==> src/rtl/core/jsd_pkg.sv <==
`timescale 1ns / 1ps
`default_nettype none
package jsd_pkg;

   localparam int SAMPLE_BITS   = 10;
   localparam int STEP_BITS     = 14;
   localparam int DZ_BITS       = SAMPLE_BITS - 1;
   localparam int TGT_BITS      = STEP_BITS + 4;
   localparam int UNIT_BITS     = STEP_BITS - 7;
   localparam int ARC_BITS      = 4;
   localparam int H_BITS        = UNIT_BITS + ARC_BITS;
   localparam int CSR_IDX_BITS  = 3;
   localparam int CSR_DATA_BITS = (STEP_BITS > SAMPLE_BITS) ? STEP_BITS : SAMPLE_BITS;

   typedef enum logic [1:0] {
      DIR_STAY = 2'd0,
      DIR_CW   = 2'd1,
      DIR_CCW  = 2'd2
   } dir_type;

   typedef enum logic [CSR_IDX_BITS-1:0] {
      REG_STEPS_PER_REV = 3'd0,
      REG_MIDDLE_X      = 3'd1,
      REG_MIDDLE_Y      = 3'd2,
      REG_DEAD_ZONE     = 3'd3,
      REG_NOISE_TOL     = 3'd4
   } csr_index_type;

   typedef struct packed {
      logic [STEP_BITS-1:0]   steps_per_rev;
      logic [SAMPLE_BITS-1:0] middle_x;
      logic [SAMPLE_BITS-1:0] middle_y;
      logic [DZ_BITS-1:0]     dead_zone;
      logic [STEP_BITS-1:0]   noise_tol;
   } cfg_type;

   // Sideband that rides along the divider.
   typedef struct packed {
      logic                 centred;
      logic                 use_axis;
      logic                 add_h;
      logic [STEP_BITS-1:0] axis;
      logic [STEP_BITS-1:0] base;
      logic [STEP_BITS-1:0] pos;
   } ctx_type;

   typedef struct packed {
      logic                   valid;
      ctx_type                ctx;
      logic [SAMPLE_BITS-1:0] num;
      logic [SAMPLE_BITS-1:0] den;
   } div_req_type;

   typedef struct packed {
      logic                   valid;
      ctx_type                ctx;
      logic [SAMPLE_BITS-1:0] quo;
      logic [SAMPLE_BITS-1:0] rem;
      logic [SAMPLE_BITS-1:0] den;
   } div_rsp_type;

   typedef struct packed {
      logic                       valid;
      ctx_type                    ctx;
      logic signed [TGT_BITS-1:0] tgt;
   } tgt_type;

   // Piecewise arctangent in table units.
   function automatic logic [ARC_BITS-1:0] arc_units(
      input logic [SAMPLE_BITS-1:0] q,
      input logic [SAMPLE_BITS-1:0] r,
      input logic [SAMPLE_BITS-1:0] d
   );
      logic [SAMPLE_BITS:0]   r_ext;
      logic [SAMPLE_BITS:0]   sixteenth;
      logic [SAMPLE_BITS:0]   fourth;
      logic [SAMPLE_BITS:0]   eighth;
      logic [ARC_BITS-1:0]    res;
      r_ext     = {1'b0, r};
      sixteenth = {5'd0, d[SAMPLE_BITS-1:4]};
      fourth    = {3'd0, d[SAMPLE_BITS-1:2]};
      eighth    = {4'd0, d[SAMPLE_BITS-1:3]};
      if (q >= SAMPLE_BITS'(20))                            res = 4'd15;
      else if (q >= SAMPLE_BITS'(10))                       res = 4'd14;
      else if (q >= SAMPLE_BITS'(6))                        res = 4'd13;
      else if (q >= SAMPLE_BITS'(5))                        res = 4'd12;
      else if (q >= SAMPLE_BITS'(4))                        res = 4'd11;
      else if (q >= SAMPLE_BITS'(3) && r_ext >= sixteenth)  res = 4'd10;
      else if (q >= SAMPLE_BITS'(2) && r_ext >= sixteenth + fourth) res = 4'd9;
      else if (q >= SAMPLE_BITS'(2) && r_ext >= sixteenth)  res = 4'd8;
      else if (q >= SAMPLE_BITS'(2))                        res = 4'd7;
      else if (r_ext >= fourth + sixteenth + eighth)        res = 4'd6;
      else if (r_ext >= fourth + sixteenth)                 res = 4'd5;
      else if (r_ext >= fourth)                             res = 4'd4;
      else if (r_ext >= sixteenth)                          res = 4'd3;
      else if (r_ext >= eighth)                             res = 4'd2;
      else                                                  res = 4'd1;
      return res;
   endfunction

endpackage
`default_nettype wire

==> src/rtl/core/jsd_front.sv <==
`timescale 1ns / 1ps
`default_nettype none
module jsd_front (
   input  wire logic                            clock,
   input  wire logic                            reset,
   input  wire logic                            en,
   input  wire logic                            in_valid,
   input  wire logic [jsd_pkg::SAMPLE_BITS-1:0] sample_x,
   input  wire logic [jsd_pkg::SAMPLE_BITS-1:0] sample_y,
   input  wire logic [jsd_pkg::STEP_BITS-1:0]   current_step,
   input  jsd_pkg::cfg_type                     cfg,
   output jsd_pkg::div_req_type                 out
);
   import jsd_pkg::*;

   logic signed [SAMPLE_BITS:0] x_diff, y_diff, x_neg, y_neg;
   logic [SAMPLE_BITS-1:0] mag_x, mag_y, dz;
   logic [STEP_BITS-1:0]   n, half, quarter, eighth, axis_x, axis_y;
   logic                   nx, ny, flip, b_small, a_small, a_ge_b;
   div_req_type            out_ff, out_in;

   always_comb begin
      x_diff  = $signed({1'b0, sample_x}) - $signed({1'b0, cfg.middle_x});
      y_diff  = $signed({1'b0, sample_y}) - $signed({1'b0, cfg.middle_y});
      x_neg   = -x_diff;
      y_neg   = -y_diff;
      nx      = x_diff[SAMPLE_BITS];
      ny      = y_diff[SAMPLE_BITS];
      mag_x   = nx ? x_neg[SAMPLE_BITS-1:0] : x_diff[SAMPLE_BITS-1:0];
      mag_y   = ny ? y_neg[SAMPLE_BITS-1:0] : y_diff[SAMPLE_BITS-1:0];
      dz      = {1'b0, cfg.dead_zone};
      n       = cfg.steps_per_rev;
      half    = n >> 1;
      quarter = n >> 2;
      eighth  = n >> 3;
      out_in  = '0;
      out_in.valid   = in_valid;
      out_in.ctx.pos = current_step;
      // pick the quadrant; X is tested first with zero as non-negative
      if (!nx && !ny) begin
         axis_x = half;  axis_y = half + quarter; out_in.ctx.base = half + eighth; flip = 1'b0;
      end else if (!nx) begin
         axis_x = '0;    axis_y = half + quarter; out_in.ctx.base = n - eighth;    flip = 1'b1;
      end else if (ny || y_diff == '0) begin
         axis_x = '0;    axis_y = quarter;        out_in.ctx.base = eighth;        flip = 1'b0;
      end else begin
         axis_x = half;  axis_y = quarter;        out_in.ctx.base = half - eighth; flip = 1'b1;
      end
      b_small = mag_x <= dz;
      a_small = mag_y <= dz;
      a_ge_b  = mag_y >= mag_x;
      out_in.ctx.centred  = a_small && b_small;
      out_in.ctx.use_axis = a_small || b_small;
      out_in.ctx.axis     = b_small ? axis_x : axis_y;
      out_in.ctx.add_h    = a_ge_b ? flip : !flip;
      out_in.num          = a_ge_b ? mag_y : mag_x;
      out_in.den          = a_ge_b ? mag_x : mag_y;
   end

   always_ff @(posedge clock) begin
      if (reset) begin
         out_ff.valid <= 1'b0;
      end else if (en) begin
         out_ff.valid <= out_in.valid;
      end
      if (en) begin
         out_ff.ctx <= out_in.ctx;
         out_ff.num <= out_in.num;
         out_ff.den <= out_in.den;
      end
   end

   assign out = out_ff;
endmodule
`default_nettype wire

==> src/rtl/core/jsd_div.sv <==
`timescale 1ns / 1ps
`default_nettype none
module jsd_div (
   input  wire logic            clock,
   input  wire logic            reset,
   input  wire logic            en,
   input  jsd_pkg::div_req_type in,
   output jsd_pkg::div_rsp_type out
);
   import jsd_pkg::*;

   localparam int SB = SAMPLE_BITS;

   // one quotient bit per stage, restoring
   logic           v_ff   [1:SB];
   ctx_type        ctx_ff [1:SB];
   logic [SB-1:0]  num_ff [1:SB];
   logic [SB-1:0]  den_ff [1:SB];
   logic [SB-1:0]  rem_ff [1:SB];
   logic [SB-1:0]  quo_ff [1:SB];

   logic           v_src   [0:SB-1];
   ctx_type        ctx_src [0:SB-1];
   logic [SB-1:0]  num_src [0:SB-1];
   logic [SB-1:0]  den_src [0:SB-1];
   logic [SB-1:0]  rem_src [0:SB-1];
   logic [SB-1:0]  quo_src [0:SB-1];

   assign v_src[0]   = in.valid;
   assign ctx_src[0] = in.ctx;
   assign num_src[0] = in.num;
   assign den_src[0] = in.den;
   assign rem_src[0] = '0;
   assign quo_src[0] = '0;

   for (genvar k = 0; k < SB; k++) begin : g_stage
      logic [SB:0] part, diff;
      logic        ge;
      assign part = {rem_src[k], num_src[k][SB-1]};
      assign diff = part - {1'b0, den_src[k]};
      assign ge   = part >= {1'b0, den_src[k]};

      always_ff @(posedge clock) begin
         if (reset) begin
            v_ff[k+1] <= 1'b0;
         end else if (en) begin
            v_ff[k+1] <= v_src[k];
         end
         if (en) begin
            ctx_ff[k+1] <= ctx_src[k];
            den_ff[k+1] <= den_src[k];
            num_ff[k+1] <= {num_src[k][SB-2:0], 1'b0};
            rem_ff[k+1] <= ge ? diff[SB-1:0] : part[SB-1:0];
            quo_ff[k+1] <= {quo_src[k][SB-2:0], ge};
         end
      end

      if (k > 0) begin : g_link
         assign v_src[k]   = v_ff[k];
         assign ctx_src[k] = ctx_ff[k];
         assign num_src[k] = num_ff[k];
         assign den_src[k] = den_ff[k];
         assign rem_src[k] = rem_ff[k];
         assign quo_src[k] = quo_ff[k];
      end
   end

   assign out.valid = v_ff[SB];
   assign out.ctx   = ctx_ff[SB];
   assign out.quo   = quo_ff[SB];
   assign out.rem   = rem_ff[SB];
   assign out.den   = den_ff[SB];

   // shifted-out dividend bits are spent by the last stage
   logic unused_num;
   assign unused_num = ^num_ff[SB];
endmodule
`default_nettype wire

==> src/rtl/core/jsd_target.sv <==
`timescale 1ns / 1ps
`default_nettype none
module jsd_target (
   input  wire logic                          clock,
   input  wire logic                          reset,
   input  wire logic                          en,
   input  wire logic [jsd_pkg::STEP_BITS-1:0] steps_per_rev,
   input  jsd_pkg::div_rsp_type               in,
   output jsd_pkg::tgt_type                   out
);
   import jsd_pkg::*;

   logic                 a_valid_ff, b_valid_ff;
   ctx_type              a_ctx_ff, b_ctx_ff;
   logic [ARC_BITS-1:0]  arc_ff;
   logic [H_BITS-1:0]    h_ff;
   logic [UNIT_BITS-1:0] unit;
   logic [H_BITS-1:0]    unit_ext, arc_ext;
   logic signed [TGT_BITS-1:0] base_s, axis_s, h_s;
   tgt_type              out_ff, out_in;

   assign unit     = steps_per_rev[STEP_BITS-1:7];
   assign unit_ext = {{(H_BITS-UNIT_BITS){1'b0}}, unit};
   assign arc_ext  = {{(H_BITS-ARC_BITS){1'b0}}, arc_ff};

   always_comb begin
      base_s = $signed({{(TGT_BITS-STEP_BITS){1'b0}}, b_ctx_ff.base});
      axis_s = $signed({{(TGT_BITS-STEP_BITS){1'b0}}, b_ctx_ff.axis});
      h_s    = $signed({{(TGT_BITS-H_BITS){1'b0}}, h_ff});
      out_in.valid = b_valid_ff;
      out_in.ctx   = b_ctx_ff;
      if (b_ctx_ff.centred)       out_in.tgt = '0;
      else if (b_ctx_ff.use_axis) out_in.tgt = axis_s;
      else if (b_ctx_ff.add_h)    out_in.tgt = base_s + h_s;
      else                        out_in.tgt = base_s - h_s;
   end

   always_ff @(posedge clock) begin
      if (reset) begin
         a_valid_ff   <= 1'b0;
         b_valid_ff   <= 1'b0;
         out_ff.valid <= 1'b0;
      end else if (en) begin
         a_valid_ff   <= in.valid;
         b_valid_ff   <= a_valid_ff;
         out_ff.valid <= out_in.valid;
      end
      if (en) begin
         a_ctx_ff   <= in.ctx;
         arc_ff     <= arc_units(in.quo, in.rem, in.den);
         b_ctx_ff   <= a_ctx_ff;
         h_ff       <= unit_ext * arc_ext;
         out_ff.ctx <= out_in.ctx;
         out_ff.tgt <= out_in.tgt;
      end
   end

   assign out = out_ff;
endmodule
`default_nettype wire

==> src/rtl/core/joystick_to_stepper_direction.sv <==
`timescale 1ns / 1ps
`default_nettype none
// Channel  Ports                               Direction  Transfer when
// req      sample_x, sample_y, current_step    in         req_valid && req_ready
// rsp      direction, target_step              out        rsp_valid && rsp_ready
// csr      index, wdata                        in         csr_write_en
//
// One transfer in per cycle while req_ready is high; the pipeline has a front stage,
// one divider stage per quotient bit, three target stages and an output register.
// The divider pipeline sets the depth; every stage passes one item a cycle while en is high.
// Synchronous reset clears valid bits and loads the calibration defaults.
// A held result freezes the whole pipeline; req_ready drops only then.
module joystick_to_stepper_direction (
   input  wire logic                                clock,
   input  wire logic                                reset,
   input  wire logic                                req_valid,
   output      logic                                req_ready,
   input  wire logic [jsd_pkg::SAMPLE_BITS-1:0]     req_sample_x,
   input  wire logic [jsd_pkg::SAMPLE_BITS-1:0]     req_sample_y,
   input  wire logic [jsd_pkg::STEP_BITS-1:0]       req_current_step,
   output      logic                                rsp_valid,
   input  wire logic                                rsp_ready,
   output      logic [1:0]                          rsp_direction,
   output      logic [jsd_pkg::STEP_BITS-1:0]       rsp_target_step,
   input  wire logic                                csr_write_en,
   input  wire logic [jsd_pkg::CSR_IDX_BITS-1:0]    csr_index,
   input  wire logic [jsd_pkg::CSR_DATA_BITS-1:0]   csr_wdata
);
   import jsd_pkg::*;

   cfg_type      cfg_ff;
   logic         en;
   div_req_type  front_out;
   div_rsp_type  div_out;
   tgt_type      tgt_out;

   logic                 rsp_valid_ff;
   dir_type              dir_ff, dir_in;
   logic [STEP_BITS-1:0] target_ff;

   logic signed [TGT_BITS-1:0] tgt, pos, n, half, tol, d_fwd, d_fwd_wrap, d_back, d_back_wrap;
   logic stay;

   // Advance everything while the output slot is empty or being drained.
   assign en        = !rsp_valid_ff || rsp_ready;
   assign req_ready = en;

   // Calibration registers: the user must write them only while the pipeline is empty; the block does not enforce this.
   always_ff @(posedge clock) begin
      if (reset) begin
         cfg_ff.steps_per_rev <= STEP_BITS'(2048);
         cfg_ff.middle_x      <= SAMPLE_BITS'(1) << (SAMPLE_BITS - 1);
         cfg_ff.middle_y      <= SAMPLE_BITS'(1) << (SAMPLE_BITS - 1);
         cfg_ff.dead_zone     <= DZ_BITS'(32);
         cfg_ff.noise_tol     <= STEP_BITS'(16);
      end else if (csr_write_en) begin
         case (csr_index)
            REG_STEPS_PER_REV: cfg_ff.steps_per_rev <= csr_wdata[STEP_BITS-1:0];
            REG_MIDDLE_X:      cfg_ff.middle_x      <= csr_wdata[SAMPLE_BITS-1:0];
            REG_MIDDLE_Y:      cfg_ff.middle_y      <= csr_wdata[SAMPLE_BITS-1:0];
            REG_DEAD_ZONE:     cfg_ff.dead_zone     <= csr_wdata[DZ_BITS-1:0];
            REG_NOISE_TOL:     cfg_ff.noise_tol     <= csr_wdata[STEP_BITS-1:0];
            default: ;
         endcase
      end
   end

   // Centre the sample, pick quadrant, set up dividend and divisor.
   jsd_front u_front (
      .clock        (clock),
      .reset        (reset),
      .en           (en),
      .in_valid     (req_valid),
      .sample_x     (req_sample_x),
      .sample_y     (req_sample_y),
      .current_step (req_current_step),
      .cfg          (cfg_ff),
      .out          (front_out)
   );

   // Quotient and remainder of the larger over the smaller magnitude.
   jsd_div u_div (
      .clock (clock),
      .reset (reset),
      .en    (en),
      .in    (front_out),
      .out   (div_out)
   );

   // Arctangent table, scale by the table unit, form the target.
   jsd_target u_target (
      .clock         (clock),
      .reset         (reset),
      .en            (en),
      .steps_per_rev (cfg_ff.steps_per_rev),
      .in            (div_out),
      .out           (tgt_out)
   );

   // Decide stay / clockwise / counterclockwise, wrap-around included.
   always_comb begin
      tgt  = tgt_out.tgt;
      pos  = $signed({{(TGT_BITS-STEP_BITS){1'b0}}, tgt_out.ctx.pos});
      n    = $signed({{(TGT_BITS-STEP_BITS){1'b0}}, cfg_ff.steps_per_rev});
      half = n >>> 1;
      tol  = $signed({{(TGT_BITS-STEP_BITS){1'b0}}, cfg_ff.noise_tol});
      d_fwd       = tgt - pos;
      d_fwd_wrap  = pos + n - tgt;
      d_back      = pos - tgt;
      d_back_wrap = tgt + n - pos;
      if (tgt >= pos)
         stay = (d_fwd >= 0 && d_fwd < tol) || (d_fwd_wrap >= 0 && d_fwd_wrap < tol);
      else
         stay = (d_back >= 0 && d_back < tol) || (d_back_wrap >= 0 && d_back_wrap < tol);
      if (tgt_out.ctx.centred || stay)
         dir_in = DIR_STAY;
      else if ((tgt > pos && d_fwd < half) || (tgt < pos && d_back > half))
         dir_in = DIR_CW;
      else
         dir_in = DIR_CCW;
   end

   // Output register: hold while the consumer stalls.
   always_ff @(posedge clock) begin
      if (reset) begin
         rsp_valid_ff <= 1'b0;
      end else if (en) begin
         rsp_valid_ff <= tgt_out.valid;
      end
      if (en) begin
         dir_ff    <= dir_in;
         target_ff <= tgt[STEP_BITS-1:0];
      end
   end

   assign rsp_valid       = rsp_valid_ff;
   assign rsp_direction   = dir_ff;
   assign rsp_target_step = target_ff;
endmodule
`default_nettype wire

==> config.mk <==
export PLATFORM = sky130hd
export DESIGN_NAME = joystick_to_stepper_direction
export DESIGN_NICKNAME = d
export VERILOG_FILES = /design/src/rtl/core/jsd_pkg.sv /design/src/rtl/core/jsd_front.sv /design/src/rtl/core/jsd_div.sv /design/src/rtl/core/jsd_target.sv /design/src/rtl/core/joystick_to_stepper_direction.sv
export SDC_FILE = /design/constraint.sdc
export NUM_CORES = 2
export LEC_CHECK = 0
export BUFFER_PORTS_ARGS = -buffer_cell sky130_fd_sc_hd__buf_4
export CORE_AREA = 4 4 332 253
export DETAILED_ROUTE_END_ITERATION = 8
export DIE_AREA = 0 0 336 257
export PLACE_DENSITY = 0.77
export SYNTH_ARGS = -nofsm -noshare
export SYNTH_HDL_FRONTEND = slang
export SYNTH_SLANG_ARGS = --single-unit
==> constraint.sdc <==
create_clock -name clock -period 44.1 [get_ports clock]
set_clock_uncertainty 0.05 [all_clocks]
set_input_delay 8.82 -clock clock [delete_from_list [all_inputs] [get_ports clock]]
set_output_delay 8.82 -clock clock [all_outputs]
set_load 0.05 [all_outputs]
==> flow_metrics.env <==
export IMPL_antenna_found_initial=1
export IMPL_power_density_nw_per_um2=69.0
export IMPL_die_area_um2=86400
export IMPL_synth_ff_type="edfxtp_1"
export IMPL_clk_pin_slew_ps=60
export IMPL_die_y_um=257
export IMPL_hold_violations=0
export IMPL_peakVddDrop_v=0.0000537
export IMPL_status="complete, no violations"
export IMPL_grt_use_total=0.225
export IMPL_arrival_ps=10370
export IMPL_drc=0
export IMPL_synth_nets=4530
export IMPL_finalSetupTns_ps=0
export IMPL_power_frac_clock=0.222
export IMPL_final_nets=4657
export IMPL_post_synth_top_area_fraction=0.571
export IMPL_clockRootBuffer="clkbuf_16"
export IMPL_final_max_slew_viol_count=0
export IMPL_pwr_share_seq=0.387
export IMPL_synth_seq_cells=1037
export IMPL_ctsResizeCount=0
export IMPL_dp_hpwl_um=68800
export IMPL_internal_power_w=0.00255
export IMPL_post_cts_buffers=0
export IMPL_power_share_combinational=0.392
export IMPL_via_per_inst=5.78
export IMPL_p_sw_w=0.00134
export IMPL_nFillCells=5550
export IMPL_synthArstFlopShare=0
export IMPL_num_rows=91
export IMPL_rsz0062_at_grt="no"
export IMPL_critPathRequiredTime_ps=35230
export IMPL_power_w=0.00389
export IMPL_synth_edf_count=975
export IMPL_mostFrequentLayoutCell="edfxtp_1"
export IMPL_die_w_um=336
export IMPL_fin_crit_sh=0.436
export IMPL_overflow=0
export IMPL_path_class="in2out"
export IMPL_path_max_fanout=115
export IMPL_synth_warnings=0
export IMPL_setup_viol=0
export IMPL_cts_hold_fix_buffers=0
export IMPL_synth_area_leaders="edfxtp_1 (57%), ha_1 (11%), inv_1 (2.8%)"
export IMPL_pin_count=74
export IMPL_clockBufferDepth=3
export IMPL_io_buffers=73
export IMPL_place_gp_congestion=0.895
export IMPL_grt_pass1_wl_um=154000
export IMPL_max_freq_mhz=52.0
export IMPL_initial_core_util=0.632
export IMPL_post_route_min_period_ps=19240
export IMPL_syn_inst=3978
export IMPL_layout_common_cells="edfxtp_1 (975), ha_1 (449), inv_1 (388)"
export IMPL_firstDrtPassIters=6
export IMPL_end_kind="output pin"
export IMPL_synth_area_um2=51300
export IMPL_drt_total_wl_um=97400
export IMPL_ant_nets=0
export IMPL_htreeDepth=3
export IMPL_core_um2=81100
export IMPL_via_count=30400
export IMPL_wl_per_cell_um=18.5
export IMPL_yosys_area_top_type="edfxtp_1"
export IMPL_grt_pass1_vias=29200
export IMPL_seq_area_frac_synth=0.595
export IMPL_post_route_util=0.695
export IMPL_cts_tree="done"
export IMPL_ys_types=100
export IMPL_cts_buffers=95
export IMPL_swShare=0.344
export IMPL_hold_path_class="reg2reg"
export IMPL_cts_sinks=1037
export IMPL_max_slew_worst_pin_slew_ps=1150
export IMPL_clk_latency_ps=670
export IMPL_synth_area_per_cell_um2=12.9
export IMPL_drt_initial_drc_count=2585
export IMPL_critPathLaunchType="input port"
export IMPL_slew_headroom=0.236
export IMPL_max_cap_viol_count=0
export IMPL_power_leakage_nw=24.0
export IMPL_drive_gt1_frac=0.0875
export IMPL_grt_max_degree=204
export IMPL_area_growth_pct=9.99
## cells in the mapped netlist, types with 10 or more instances
cell and instances:
fa_1 47, inv_1 389, and2_1 36, a21oi_1 244, o21ai_1 15, o31a_1 22, mux2i_1 61, xor2_1 59
or3_1 14, a221oi_1 17, nand3_1 36, a211oi_1 30, and3_1 25, ha_1 449, o211ai_1 16, a211o_1 13
dfxtp_1 62, o21ai_0 138, nor2b_1 60, a31oi_1 21, o31ai_1 14, nand2b_1 30, o21bai_1 23, mux2_2 65
xnor2_1 120, nor2_1 218, a21o_1 90, clkbuf_1 51, nor3_1 63, edfxtp_1 975, nand4_1 32, a21boi_0 13
o21a_1 61, a311o_1 10, nand2_1 302
## critical path: stages
cell and delay [ps]:
buf_4 110, nor2b_1 610, inv_8 420, buf_4 340
## power by group through the flow
stage | Clock [W] | Combinational, W | Sequential [W]
final | 0.000863 | 0.00152 | 0.00150
after floorplan | 0 | 0.00118 | 0.00147
after global placement | 0 | 0.00145 | 0.00151
after CTS | 0.000883 | 0.00152 | 0.00151
after global routing | 0.000926 | 0.00172 | 0.00153
after detailed placement | 0 | 0.00149 | 0.00152
## stage by stage
stage	area [µm²]	hold slack (ps)	instances	setup slack, ps
after global placement	53100	350	5077	24940
final	56400	353	5253	24860
after detailed placement	53100	355	5077	24890
after floorplan	51300	350	3978	7370
after global routing	56400	363	5252	24770
after CTS	56400	352	5252	24870
## sequential cells by signal, indices dropped and copies added, names as in the netlist, 10 cells and up
| signal | cells |
|---|---|
| cfg_ff | 57 |
| rsp_target_step | 14 |
| u_div.ctx_ff | 450 |
| u_div.den_ff | 98 |
| u_div.num_ff | 45 |
| u_div.quo_ff | 55 |
| u_div.rem_ff | 100 |
| u_div.v_ff | 10 |
| u_front.out | 66 |
| u_target.a_ctx_ff | 45 |
| u_target.axis_s | 14 |
| u_target.b_ctx_ff | 31 |
| u_target.h_ff | 11 |
| u_target.out | 32 |
## layer usage
metal | GRT usage | vias up | routed length (µm)
met5 | 0 | - | 0
met4 | 0.0588 | 0 | 2280
met3 | 0.0467 | 164 | 7410
met2 | 0.338 | 847 | 42200
met1 | 0.338 | 14600 | 45500
li1 | - | 14800 | -
## cell type report
class                      instances  area (µm²)  area share
antenna                            1        2.50   0.0000444
clock buffer                     117        2540      0.0450
clock inverter                    58         774      0.0137
inverter                         390        1470      0.0261
multi-input combinational       2483       19000       0.337
sequential                      1037       30500       0.541
tap                             1069        1340      0.0237
timing repair buffer              98         761      0.0135
## cell families (layout without fill, tap and decap cells)
logic type      after synthesis  in the layout  share of synthesized area
flops                      1037           1037                      0.595
simple gates                876            876                     0.0814
compound gates              802            802                      0.103
fa+ha+maj                   496            496                      0.128
buf+inv                     458            663                     0.0345
xor+xnor                    182            182                     0.0315
mux                         127            127                     0.0265
other cells                   0              1                          0
## final timing paths
kind                        from                    to  slack [ps]  cells after the start
max                    rsp_ready             req_ready       24860                      4
min          u_div.ctx_ff[9][18]  u_div.ctx_ff[10][18]         350                      0
max reg2reg           cfg_ff[45]      rsp_direction[0]       38100                     20
min reg2reg  u_div.ctx_ff[9][18]  u_div.ctx_ff[10][18]         350                      0
Power figures use the tool's default switching activity.
